<file path="src/pole_pkg.sv">
// Shared types and constants for the positional ordered list engine.
// No dependencies; imported by every module of the block.
package pole_pkg;

    localparam int CAPACITY_DEF    = 16;
    localparam int VALUE_WIDTH_DEF = 32;
    localparam int QUEUE_DEPTH     = 2;
    localparam int SCAN_CHUNK      = 8;   // match bits examined per scan cycle

    localparam int OP_W     = 3;
    localparam int IN_VAL_W = 32;
    localparam int POS_W    = 8;
    localparam int STATUS_W = 3;
    localparam int FIDX_W   = 5;
    localparam int LEN_W    = 5;

    localparam logic [FIDX_W-1:0] FOUND_NONE = '1;   // -1

    typedef enum logic [OP_W-1:0] {
        OP_ADD_FRONT    = 3'd0,
        OP_ADD_BACK     = 3'd1,
        OP_INSERT_AT    = 3'd2,
        OP_REMOVE_FRONT = 3'd3,
        OP_REMOVE_BACK  = 3'd4,
        OP_REMOVE_AT    = 3'd5,
        OP_UPDATE       = 3'd6,
        OP_SEARCH       = 3'd7
    } op_t;

    typedef enum logic [STATUS_W-1:0] {
        ST_OK       = 3'd0,
        ST_FULL     = 3'd1,
        ST_BADPOS   = 3'd2,
        ST_EMPTY    = 3'd3,
        ST_NOTFOUND = 3'd4
    } status_t;

    typedef enum logic [1:0] {
        KIND_INSERT = 2'd0,
        KIND_REMOVE = 2'd1,
        KIND_UPDATE = 2'd2,
        KIND_SEARCH = 2'd3
    } kind_t;

    // Classified request; pos is only consulted when neither end flag is set
    typedef struct packed {
        kind_t                   kind;
        logic                    at_front;
        logic                    at_back;
        logic signed [POS_W-1:0] pos;
    } req_ctrl_t;

endpackage

</file>
<file path="src/pole_front.sv">
// Front end: classifies a request and sizes its word to the store width.
// Depends on pole_pkg.
module pole_front import pole_pkg::*; #(
    parameter int VALUE_WIDTH = VALUE_WIDTH_DEF
) (
    input  logic [OP_W-1:0]            operation,
    input  logic signed [IN_VAL_W-1:0] value,
    input  logic signed [POS_W-1:0]    position,
    output req_ctrl_t                  ctrl,
    output logic [VALUE_WIDTH-1:0]     word
);

    // sign-extends or truncates as the store width needs
    assign word = VALUE_WIDTH'(value);

    always_comb
    begin
        ctrl.kind     = KIND_SEARCH;
        ctrl.at_front = 1'b0;
        ctrl.at_back  = 1'b0;
        ctrl.pos      = position;
        unique case (op_t'(operation))
            OP_ADD_FRONT:
            begin
                ctrl.kind     = KIND_INSERT;
                ctrl.at_front = 1'b1;
            end
            OP_ADD_BACK:
            begin
                ctrl.kind    = KIND_INSERT;
                ctrl.at_back = 1'b1;
            end
            OP_INSERT_AT:
            begin
                ctrl.kind     = KIND_INSERT;
                ctrl.at_front = (position == '0);
                ctrl.at_back  = position[POS_W-1];
            end
            OP_REMOVE_FRONT:
            begin
                ctrl.kind     = KIND_REMOVE;
                ctrl.at_front = 1'b1;
            end
            OP_REMOVE_BACK:
            begin
                ctrl.kind    = KIND_REMOVE;
                ctrl.at_back = 1'b1;
            end
            OP_REMOVE_AT:
            begin
                ctrl.kind     = KIND_REMOVE;
                ctrl.at_front = (position == '0) || position[POS_W-1];
            end
            OP_UPDATE:
            begin
                ctrl.kind = KIND_UPDATE;
                if (position[POS_W-1])
                begin
                    ctrl.pos = '0;
                end
            end
            OP_SEARCH:
            begin
                ctrl.kind = KIND_SEARCH;
            end
            default:
            begin
                ctrl.kind = KIND_SEARCH;
            end
        endcase
    end

endmodule

</file>
<file path="src/pole_queue.sv">
// Short request queue between front and back ends.
// Depends on pole_pkg for the default depth.
module pole_queue import pole_pkg::*; #(
    parameter int WIDTH = 8,
    parameter int DEPTH = QUEUE_DEPTH
) (
    input  logic             clk,
    input  logic             rst_n,
    input  logic             push,
    input  logic [WIDTH-1:0] wr_data,
    input  logic             pop,
    output logic [WIDTH-1:0] rd_data,
    output logic             full,
    output logic             empty
);

    localparam int PW = (DEPTH > 1) ? $clog2(DEPTH) : 1;
    localparam int NW = $clog2(DEPTH + 1);

    logic [WIDTH-1:0] slots_reg [DEPTH];
    logic [PW-1:0]    wr_ptr_reg;
    logic [PW-1:0]    rd_ptr_reg;
    logic [NW-1:0]    count_reg;

    assign full    = (count_reg == NW'(DEPTH));
    assign empty   = (count_reg == '0);
    assign rd_data = slots_reg[rd_ptr_reg];

    always_ff @(posedge clk)
    begin
        if (push && !full)
        begin
            slots_reg[wr_ptr_reg] <= wr_data;
        end
    end

    always_ff @(posedge clk or negedge rst_n)
    begin
        if (!rst_n)
        begin
            wr_ptr_reg <= '0;
            rd_ptr_reg <= '0;
            count_reg  <= '0;
        end
        else
        begin
            if (push && !full)
            begin
                wr_ptr_reg <= (wr_ptr_reg == PW'(DEPTH - 1)) ? '0 : wr_ptr_reg + 1'b1;
            end
            if (pop && !empty)
            begin
                rd_ptr_reg <= (rd_ptr_reg == PW'(DEPTH - 1)) ? '0 : rd_ptr_reg + 1'b1;
            end
            if ((push && !full) && !(pop && !empty))
            begin
                count_reg <= count_reg + 1'b1;
            end
            else if (!(push && !full) && (pop && !empty))
            begin
                count_reg <= count_reg - 1'b1;
            end
        end
    end

endmodule

</file>
<file path="src/pole_back.sv">
// Back end: register-cell list with shift insert/remove, parallel compare
// search scanned a chunk per cycle, and the result output register.
// Depends on pole_pkg.
module pole_back import pole_pkg::*; #(
    parameter int CAPACITY    = CAPACITY_DEF,
    parameter int VALUE_WIDTH = VALUE_WIDTH_DEF
) (
    input  logic                    clk,
    input  logic                    rst_n,
    input  logic                    head_valid,
    input  req_ctrl_t               head_ctrl,
    input  logic [VALUE_WIDTH-1:0]  head_word,
    output logic                    pop,
    output logic                    out_valid,
    input  logic                    out_stall,
    output logic [STATUS_W-1:0]     status,
    output logic [FIDX_W-1:0]       found_index,
    output logic [LEN_W-1:0]        length
);

    localparam int CW   = $clog2(CAPACITY + 1);
    localparam int IW   = $clog2(CAPACITY);
    localparam int CMPW = (CW > POS_W) ? CW + 1 : POS_W + 1;
    localparam int NCH  = (CAPACITY + SCAN_CHUNK - 1) / SCAN_CHUNK;
    localparam int MW   = NCH * SCAN_CHUNK;
    localparam int CIW  = (NCH > 1) ? $clog2(NCH) : 1;
    localparam int SW   = $clog2(SCAN_CHUNK);

    typedef enum logic [1:0] {
        S_IDLE,
        S_SCAN,
        S_EMIT
    } state_t;

    state_t                  state_reg;
    logic [CW-1:0]           cnt_reg;
    logic [CW-1:0]           cnt_next;
    logic [MW-1:0]           match_reg;
    logic [CIW-1:0]          chunk_reg;
    status_t                 res_status_reg;
    logic [FIDX_W-1:0]       res_found_reg;
    logic                    out_valid_reg;
    logic [STATUS_W-1:0]     out_status_reg;
    logic [FIDX_W-1:0]       out_found_reg;
    logic [LEN_W-1:0]        out_len_reg;

    logic [VALUE_WIDTH-1:0]  entries_reg [CAPACITY];
    logic [VALUE_WIDTH-1:0]  prev_word [CAPACITY];
    logic [VALUE_WIDTH-1:0]  next_word [CAPACITY];
    logic [MW-1:0]           match_vec;

    logic                    go;
    logic                    do_ins;
    logic                    do_rem;
    logic                    do_upd;
    logic                    ins_en;
    logic                    rem_en;
    logic                    upd_en;
    logic [IW-1:0]           exec_idx;
    status_t                 exec_status;
    logic [CMPW-1:0]         pos_ext;
    logic [CMPW-1:0]         cnt_ext;

    logic [SCAN_CHUNK-1:0]   chunk_bits;
    logic                    chunk_hit;
    logic [SW-1:0]           chunk_sub;
    logic                    slot_free;

    assign go        = (state_reg == S_IDLE) && head_valid;
    assign pop       = go;
    assign ins_en    = go && do_ins;
    assign rem_en    = go && do_rem;
    assign upd_en    = go && do_upd;
    assign slot_free = !out_valid_reg || !out_stall;

    // position is non-negative whenever it is used
    assign pos_ext = CMPW'(unsigned'(head_ctrl.pos));
    assign cnt_ext = CMPW'(cnt_reg);

    always_comb
    begin
        exec_status = ST_OK;
        do_ins      = 1'b0;
        do_rem      = 1'b0;
        do_upd      = 1'b0;
        exec_idx    = '0;
        unique case (head_ctrl.kind)
            KIND_INSERT:
            begin
                if (cnt_reg == CW'(CAPACITY))
                begin
                    exec_status = ST_FULL;
                end
                else if (head_ctrl.at_front)
                begin
                    do_ins = 1'b1;
                end
                else if (head_ctrl.at_back)
                begin
                    do_ins   = 1'b1;
                    exec_idx = IW'(cnt_reg);
                end
                else if (pos_ext <= cnt_ext)
                begin
                    do_ins   = 1'b1;
                    exec_idx = IW'(pos_ext);
                end
                else
                begin
                    exec_status = ST_BADPOS;
                end
            end
            KIND_REMOVE:
            begin
                if (cnt_reg == '0)
                begin
                    exec_status = ST_EMPTY;
                end
                else if (head_ctrl.at_front)
                begin
                    do_rem = 1'b1;
                end
                else if (head_ctrl.at_back)
                begin
                    do_rem   = 1'b1;
                    exec_idx = IW'(cnt_reg - 1'b1);
                end
                else if (pos_ext < cnt_ext)
                begin
                    do_rem   = 1'b1;
                    exec_idx = IW'(pos_ext);
                end
                else
                begin
                    exec_status = ST_BADPOS;
                end
            end
            KIND_UPDATE:
            begin
                if (pos_ext < cnt_ext)
                begin
                    do_upd   = 1'b1;
                    exec_idx = IW'(pos_ext);
                end
                else
                begin
                    exec_status = ST_BADPOS;
                end
            end
            KIND_SEARCH:
            begin
                exec_status = ST_NOTFOUND;
            end
            default:
            begin
                exec_status = ST_NOTFOUND;
            end
        endcase
    end

    always_comb
    begin
        cnt_next = cnt_reg;
        if (ins_en)
        begin
            cnt_next = cnt_reg + 1'b1;
        end
        else if (rem_en)
        begin
            cnt_next = cnt_reg - 1'b1;
        end
    end

    // list cells: each holds its word or takes the new word, its left neighbor or its right one
    for (genvar k = 0; k < CAPACITY; k++)
    begin : g_cell
        localparam logic [IW-1:0] KI = IW'(k);

        if (k == 0)
        begin : g_first
            assign prev_word[k] = head_word;
        end
        else
        begin : g_mid
            assign prev_word[k] = entries_reg[k-1];
        end

        if (k == CAPACITY - 1)
        begin : g_last
            assign next_word[k] = entries_reg[k];
        end
        else
        begin : g_inner
            assign next_word[k] = entries_reg[k+1];
        end

        assign match_vec[k] = (entries_reg[k] == head_word) && (CW'(k) < cnt_reg);

        always_ff @(posedge clk)
        begin
            if ((ins_en || upd_en) && (KI == exec_idx))
            begin
                entries_reg[k] <= head_word;
            end
            else if (ins_en && (KI > exec_idx))
            begin
                entries_reg[k] <= prev_word[k];
            end
            else if (rem_en && (KI >= exec_idx))
            begin
                entries_reg[k] <= next_word[k];
            end
        end
    end

    if (MW > CAPACITY)
    begin : g_pad
        assign match_vec[MW-1:CAPACITY] = '0;
    end

    always_comb
    begin
        chunk_bits = match_reg[{chunk_reg, {SW{1'b0}}} +: SCAN_CHUNK];
        chunk_hit  = 1'b0;
        chunk_sub  = '0;
        for (int j = SCAN_CHUNK - 1; j >= 0; j--)
        begin
            if (chunk_bits[j])
            begin
                chunk_hit = 1'b1;
                chunk_sub = SW'(j);
            end
        end
    end

    always_ff @(posedge clk or negedge rst_n)
    begin
        if (!rst_n)
        begin
            state_reg      <= S_IDLE;
            cnt_reg        <= '0;
            match_reg      <= '0;
            chunk_reg      <= '0;
            res_status_reg <= ST_OK;
            res_found_reg  <= FOUND_NONE;
            out_valid_reg  <= 1'b0;
            out_status_reg <= '0;
            out_found_reg  <= FOUND_NONE;
            out_len_reg    <= '0;
        end
        else
        begin
            if ((state_reg == S_EMIT) && slot_free)
            begin
                out_valid_reg <= 1'b1;
            end
            else if (out_valid_reg && !out_stall)
            begin
                out_valid_reg <= 1'b0;
            end
            unique case (state_reg)
                S_IDLE:
                begin
                    if (go)
                    begin
                        cnt_reg        <= cnt_next;
                        res_status_reg <= exec_status;
                        res_found_reg  <= FOUND_NONE;
                        if (head_ctrl.kind == KIND_SEARCH)
                        begin
                            match_reg <= match_vec;
                            chunk_reg <= '0;
                            state_reg <= S_SCAN;
                        end
                        else
                        begin
                            state_reg <= S_EMIT;
                        end
                    end
                end
                S_SCAN:
                begin
                    if (chunk_hit)
                    begin
                        res_status_reg <= ST_OK;
                        res_found_reg  <= FIDX_W'({chunk_reg, chunk_sub});
                        state_reg      <= S_EMIT;
                    end
                    else if (chunk_reg == CIW'(NCH - 1))
                    begin
                        state_reg <= S_EMIT;
                    end
                    else
                    begin
                        chunk_reg <= chunk_reg + 1'b1;
                    end
                end
                S_EMIT:
                begin
                    if (slot_free)
                    begin
                        out_status_reg <= res_status_reg;
                        out_found_reg  <= res_found_reg;
                        out_len_reg    <= LEN_W'(cnt_reg);
                        state_reg      <= S_IDLE;
                    end
                end
                default:
                begin
                    state_reg <= S_IDLE;
                end
            endcase
        end
    end

    assign out_valid   = out_valid_reg;
    assign status      = out_status_reg;
    assign found_index = out_found_reg;
    assign length      = out_len_reg;

endmodule

</file>
<file path="src/positional_ordered_list_engine.sv">
// Top level of the positional ordered list engine: front classifier, request
// queue and list back end. Depends on pole_pkg, pole_front, pole_queue, pole_back.
//
//  channel  handshake              payload
//  -------  ---------------------  ----------------------------------
//  input    in_valid / in_stall    operation, value, position
//  output   out_valid / out_stall  status, found_index, length
//
// Add, remove and update execute on the register cells in the back end, then
// load the output register, which waits while the output is stalled. Search
// first scans the match vector, 8 cells a cycle, up to the first hit.
// A two-entry queue lets requests be accepted while the back end works.
// Reset clears the list length, queue and output valid; no clearing pass.
// in_stall rises only when the queue is full; a stalled result holds.
module positional_ordered_list_engine import pole_pkg::*; #(
    parameter int CAPACITY    = CAPACITY_DEF,
    parameter int VALUE_WIDTH = VALUE_WIDTH_DEF
) (
    input  logic                       clk,
    input  logic                       rst_n,
    input  logic                       in_valid,
    output logic                       in_stall,
    input  logic [OP_W-1:0]            operation,
    input  logic signed [IN_VAL_W-1:0] value,
    input  logic signed [POS_W-1:0]    position,
    output logic                       out_valid,
    input  logic                       out_stall,
    output logic [STATUS_W-1:0]        status,
    output logic signed [FIDX_W-1:0]   found_index,
    output logic [LEN_W-1:0]           length
);

    localparam int QW = $bits(req_ctrl_t) + VALUE_WIDTH;

    req_ctrl_t              fe_ctrl;
    logic [VALUE_WIDTH-1:0] fe_word;
    logic [QW-1:0]          q_rd_data;
    logic                   q_full;
    logic                   q_empty;
    logic                   q_pop;
    req_ctrl_t              be_ctrl;
    logic [VALUE_WIDTH-1:0] be_word;
    logic [FIDX_W-1:0]      be_found;

    pole_front #(
        .VALUE_WIDTH (VALUE_WIDTH)
    ) u_front (
        .operation (operation),
        .value     (value),
        .position  (position),
        .ctrl      (fe_ctrl),
        .word      (fe_word)
    );

    pole_queue #(
        .WIDTH (QW),
        .DEPTH (QUEUE_DEPTH)
    ) u_queue (
        .clk     (clk),
        .rst_n   (rst_n),
        .push    (in_valid),
        .wr_data ({fe_ctrl, fe_word}),
        .pop     (q_pop),
        .rd_data (q_rd_data),
        .full    (q_full),
        .empty   (q_empty)
    );

    assign in_stall = q_full;
    assign be_ctrl  = req_ctrl_t'(q_rd_data[QW-1:VALUE_WIDTH]);
    assign be_word  = q_rd_data[VALUE_WIDTH-1:0];

    pole_back #(
        .CAPACITY    (CAPACITY),
        .VALUE_WIDTH (VALUE_WIDTH)
    ) u_back (
        .clk         (clk),
        .rst_n       (rst_n),
        .head_valid  (!q_empty),
        .head_ctrl   (be_ctrl),
        .head_word   (be_word),
        .pop         (q_pop),
        .out_valid   (out_valid),
        .out_stall   (out_stall),
        .status      (status),
        .found_index (be_found),
        .length      (length)
    );

    assign found_index = be_found;

`ifndef SYNTHESIS
    a_pop_nonempty: assert property (@(posedge clk) disable iff (!rst_n)
        q_pop |-> !q_empty)
        else $error("back end popped an empty queue");

    a_found_ok: assert property (@(posedge clk) disable iff (!rst_n)
        (out_valid && (be_found != FOUND_NONE)) |-> (status == ST_OK))
        else $error("found index without ok status");

    a_full_len: assert property (@(posedge clk) disable iff (!rst_n)
        (out_valid && (status == ST_FULL)) |-> (length == LEN_W'(CAPACITY)))
        else $error("full status with list not at capacity");

    a_empty_len: assert property (@(posedge clk) disable iff (!rst_n)
        (out_valid && (status == ST_EMPTY)) |-> (length == '0))
        else $error("empty status with nonzero length");
`endif

endmodule
</file>
<file path="config.mk">
export PLATFORM = sky130hd
export DESIGN_NAME = positional_ordered_list_engine
export DESIGN_NICKNAME = d
export VERILOG_FILES = /design/src/pole_pkg.sv /design/src/pole_front.sv /design/src/pole_queue.sv /design/src/pole_back.sv /design/src/positional_ordered_list_engine.sv
export SDC_FILE = /design/constraint.sdc
export NUM_CORES = 2
export LEC_CHECK = 0
export ABC_AREA = 1
export BUFFER_PORTS_ARGS = -buffer_cell sky130_fd_sc_hd__clkbuf_2
export CAP_MARGIN = 20
export CORE_MARGIN = 8
export CORE_UTILIZATION = 25
export DETAILED_ROUTE_END_ITERATION = 8
export GPL_TIMING_DRIVEN = 0
export SETUP_SLACK_MARGIN = 0.3
export SYNTH_ARGS = -nofsm -noshare
export SYNTH_HDL_FRONTEND = slang
export SYNTH_SLANG_ARGS = --single-unit
export TNS_END_PERCENT = 100
</file>
<file path="constraint.sdc">
create_clock -name clk -period 12.1 [get_ports clk]
set_input_delay 1.21 -clock clk [delete_from_list [all_inputs] [get_ports clk]]
set_output_delay 1.21 -clock clk [all_outputs]
set_load 0.05 [all_outputs]
</file>
==> impl_metrics.tcl <==
set metrics [dict create \
    fin_crit_ps 5110 \
    fill_cells 17400 \
    syn-cell-area_mm2 0.0406 \
    ios 62 \
    cts_buffers 80 \
    rsz0062_at_grt "false" \
    r2r_slack_ps 6990 \
    ys.flop_type "edfxtp_1" \
    cts_tree "built" \
    die_y_um 419 \
    vias 41500 \
    cts-htree-levels 3 \
    status "completed" \
    rr_worst_depth 18 \
    powerDensity_mw_per_mm2 380 \
    critical_path.slowest_cell "o211ai_1" \
    numClockSinks 650 \
    routabilityCongestion 1.05 \
    die-area_mm2 0.176 \
    hp-class "primary input to asynchronous set/reset pin" \
    path_class "flip-flop to flip-flop" \
    clock-root-buffer "clkbuf_16" \
    synthCells 4865 \
    fin_setup_tns_ps 0 \
    synth_nets 4921 \
    nNetsFinal 5136 \
    cts_hold_buf 0 \
    crit_chain "buf_2 > clkinv_1 > ha_1 > nand2_1 > nor2_2 > nor2_2 > nand2_1 > nor2_2 > nand2_1 > nand2_1 > inv_1 > nand2_2 > nand2_4 > clkbuf_1 > o211ai_1 > buf_4 > buf_4 > buf_4" \
    grt_max_degree 48 \
    postCtsSetupBuffers 0 \
    num_rows 148 \
    hold_viol 0 \
    yosysWarningCount 0 \
    setup_viol 0 \
    crit_fanout 10 \
    finClkSkew_ps 45.1 \
    required_ps 12520 \
    cts_resized 0 \
    synth_seq_cells 650 \
    max_stage_delay_ps 890 \
    cp.arrival_ps 5520 \
    timing.rr.start "u_back.cnt_reg[0]$_DFFE_PN0P_" \
    p_leak_nw 19.6 \
    port_buffers 61 \
    synthArstFlopShare_pct 7.69 \
    final_cell_area_mm2 0.0474 \
    worstMarginPinSlew_ps 1300 \
    ant_nets 0 \
    cap_violations 0 \
    drtIter0Drc 7544 \
    synth-seq-area-share_pct 47.5 \
    clockBufferDepth 3 \
    antenna_found_initial 22 \
    endpoint_kind "flip-flop" \
    cpMostUsedCell "nand2_1" \
    layout-drive-gt1-share_pct 14.5 \
    grt-ovfl-total 0 \
    max_slew_margin_pct 13.0 \
    finalCritPeriodShare_pct 42.2 \
    totalWireLength_um 238000 \
    fmax_ghz 0.196 \
    dpl.hpwl_um 174000 \
    grt_util_all_layers_pct 25.8 \
    grt_pass1_vias 38200 \
    syn_to_final_growth_pct 16.7 \
    final_cell_mix "nand2_1, edfxtp_1, nand3_1" \
    die_x_um 419 \
    wire_per_inst_um 32.3 \
    timing.rr.end "u_back.entries_reg[1][40]$_DFFE_PP_" \
    cts.clk_slew.worst_paths_ps 70 \
    cp-start-kind "flip-flop" \
    drc_errors 0 \
    start_util_pct 25.1 \
    insertion_delay_ps 740 \
    post_dp_cell_area_mm2 0.0447 \
    synth_edf_count 600 \
    syn_area_per_cell_um2 8.34 \
    synth_cell_type_count 59 \
    path_buf_inv 7 \
    layout_commonest_cell "nand2_1" \
    vias_per_cell 5.65 \
    largest_reg_flops 512 \
    dr.pass1.iters 9 \
    drv_slew 0 \
    grt_pass1_wl_um 315000 \
    cpLargestDelayFamily "buffers and inverters" \
    vdd.ir_drop.worst_mv 0.162 \
    core_area_mm2 0.162 \
]
-- per-stage QoR --
| stage | cells | power [mW] | worst slack [ps] | hold slack (ps) | utilization (%) |
|---|---|---|---|---|---|
| 3_5_place_dp | 7170 | 14.8 | 7260 | 474 | 27.6 |
| 5_1_grt | 7326 | 18.3 | 6900 | 302 | 29.2 |
| 2_1_floorplan | 4865 | 9.99 | 7600 | 444 | - |
| 6_report | 7346 | 18.0 | 6990 | 310 | 29.3 |
| 3_3_place_gp | 7101 | 14.4 | 4870 | 468 | 26.9 |
| 4_1_cts | 7315 | 17.3 | 7200 | 288 | 29.2 |
-- kinds of logic after synthesis --
logic type / after synthesis / share of synthesized area, %
xor gates and xnor gates: 277 / 5.98
buffers and inverters: 751 / 8.25
AOI/OAI and AO/OA: 668 / 10.7
and+or+nand+nor: 2509 / 27.2
adders and majority gates: 9 / 0.277
muxes: 1 / 0.0247
DFF: 650 / 47.5
-- routing by layer --
layer | share of wire [%] | up-vias | track usage, % | wire length (um)
met5 | 0.020 | - | 0.793 | 48
met4 | 9.4 | 2 | 19.7 | 22400
met3 | 14 | 968 | 9.66 | 33700
met2 | 40 | 3507 | 36.1 | 94600
met1 | 37 | 20000 | 32.0 | 86700
li1 | - | 17100 | - | -
-- cells in the mapped netlist (43+ instances only) --
cell type  number  share of area [%]
nand3_1       561                6.9
inv_1         369                3.4
nor2_1        200                1.8
o22ai_1        81                1.2
buf_2         170                2.1
xnor2_1        64                1.4
nor4_1         58               0.89
clkbuf_1       95               0.88
xor2_1        213                4.6
nand3b_1       43               0.80
edfxtp_1      600                 44
nand2_1      1428                 13
nand2_2        46               0.71
o21ai_1        72               0.89
a31oi_1        65                1.0
nand4_1        63               0.97
o21ai_0       208                2.6
-- worst max path at each step --
| stage | cells after the start | to | startpoint | slack [ps] |
|---|---|---|---|---|
| final | 18 | u_back.entries_reg[1][40]$_DFFE_PP_ | u_back.cnt_reg[0]$_DFFE_PN0P_ | 6990 |
| after global routing | 21 | u_back.entries_reg[1][40]$_DFFE_PP_ | u_queue.rd_ptr_reg$_DFFE_PN0P_ | 6900 |
| after CTS | 22 | u_back.entries_reg[1][37]$_DFFE_PP_ | u_queue.rd_ptr_reg$_DFFE_PN0P_ | 7200 |
| after detailed placement | 22 | u_back.entries_reg[1][37]$_DFFE_PP_ | u_queue.rd_ptr_reg$_DFFE_PN0P_ | 7260 |
| after global placement | 14 | u_back.entries_reg[7][50]$_DFFE_PP_ | u_queue.rd_ptr_reg$_DFFE_PN0P_ | 4870 |
| after floorplan | 21 | u_back.entries_reg[0][0]$_DFFE_PP_ | u_queue.rd_ptr_reg$_DFFE_PN0P_ | 7600 |
-- layout make-up --
cell class                      count  area [um^2]  share of cell area, %
Timing Repair Buffer              133         1330                   2.81
Buffer                            341         1830                   3.86
Antenna cell                       28         70.1                  0.148
Tap cell                         2175         2720                   5.74
Clock inverter                     43          395                  0.834
Clock buffer                      102         2150                   4.53
Sequential cell                   650        19300                   40.7
Multi-Input combinational cell   3464        18100                   38.1
Inverter                          410         1560                   3.28
-- report_power, final --
part	switching (mW)	internal (mW)
Combinational	7.64	2.66
Sequential	1.08	4.17
Clock	1.09	1.37
Total	9.82	8.20
Note: power is estimated with default switching activity, not from simulation.
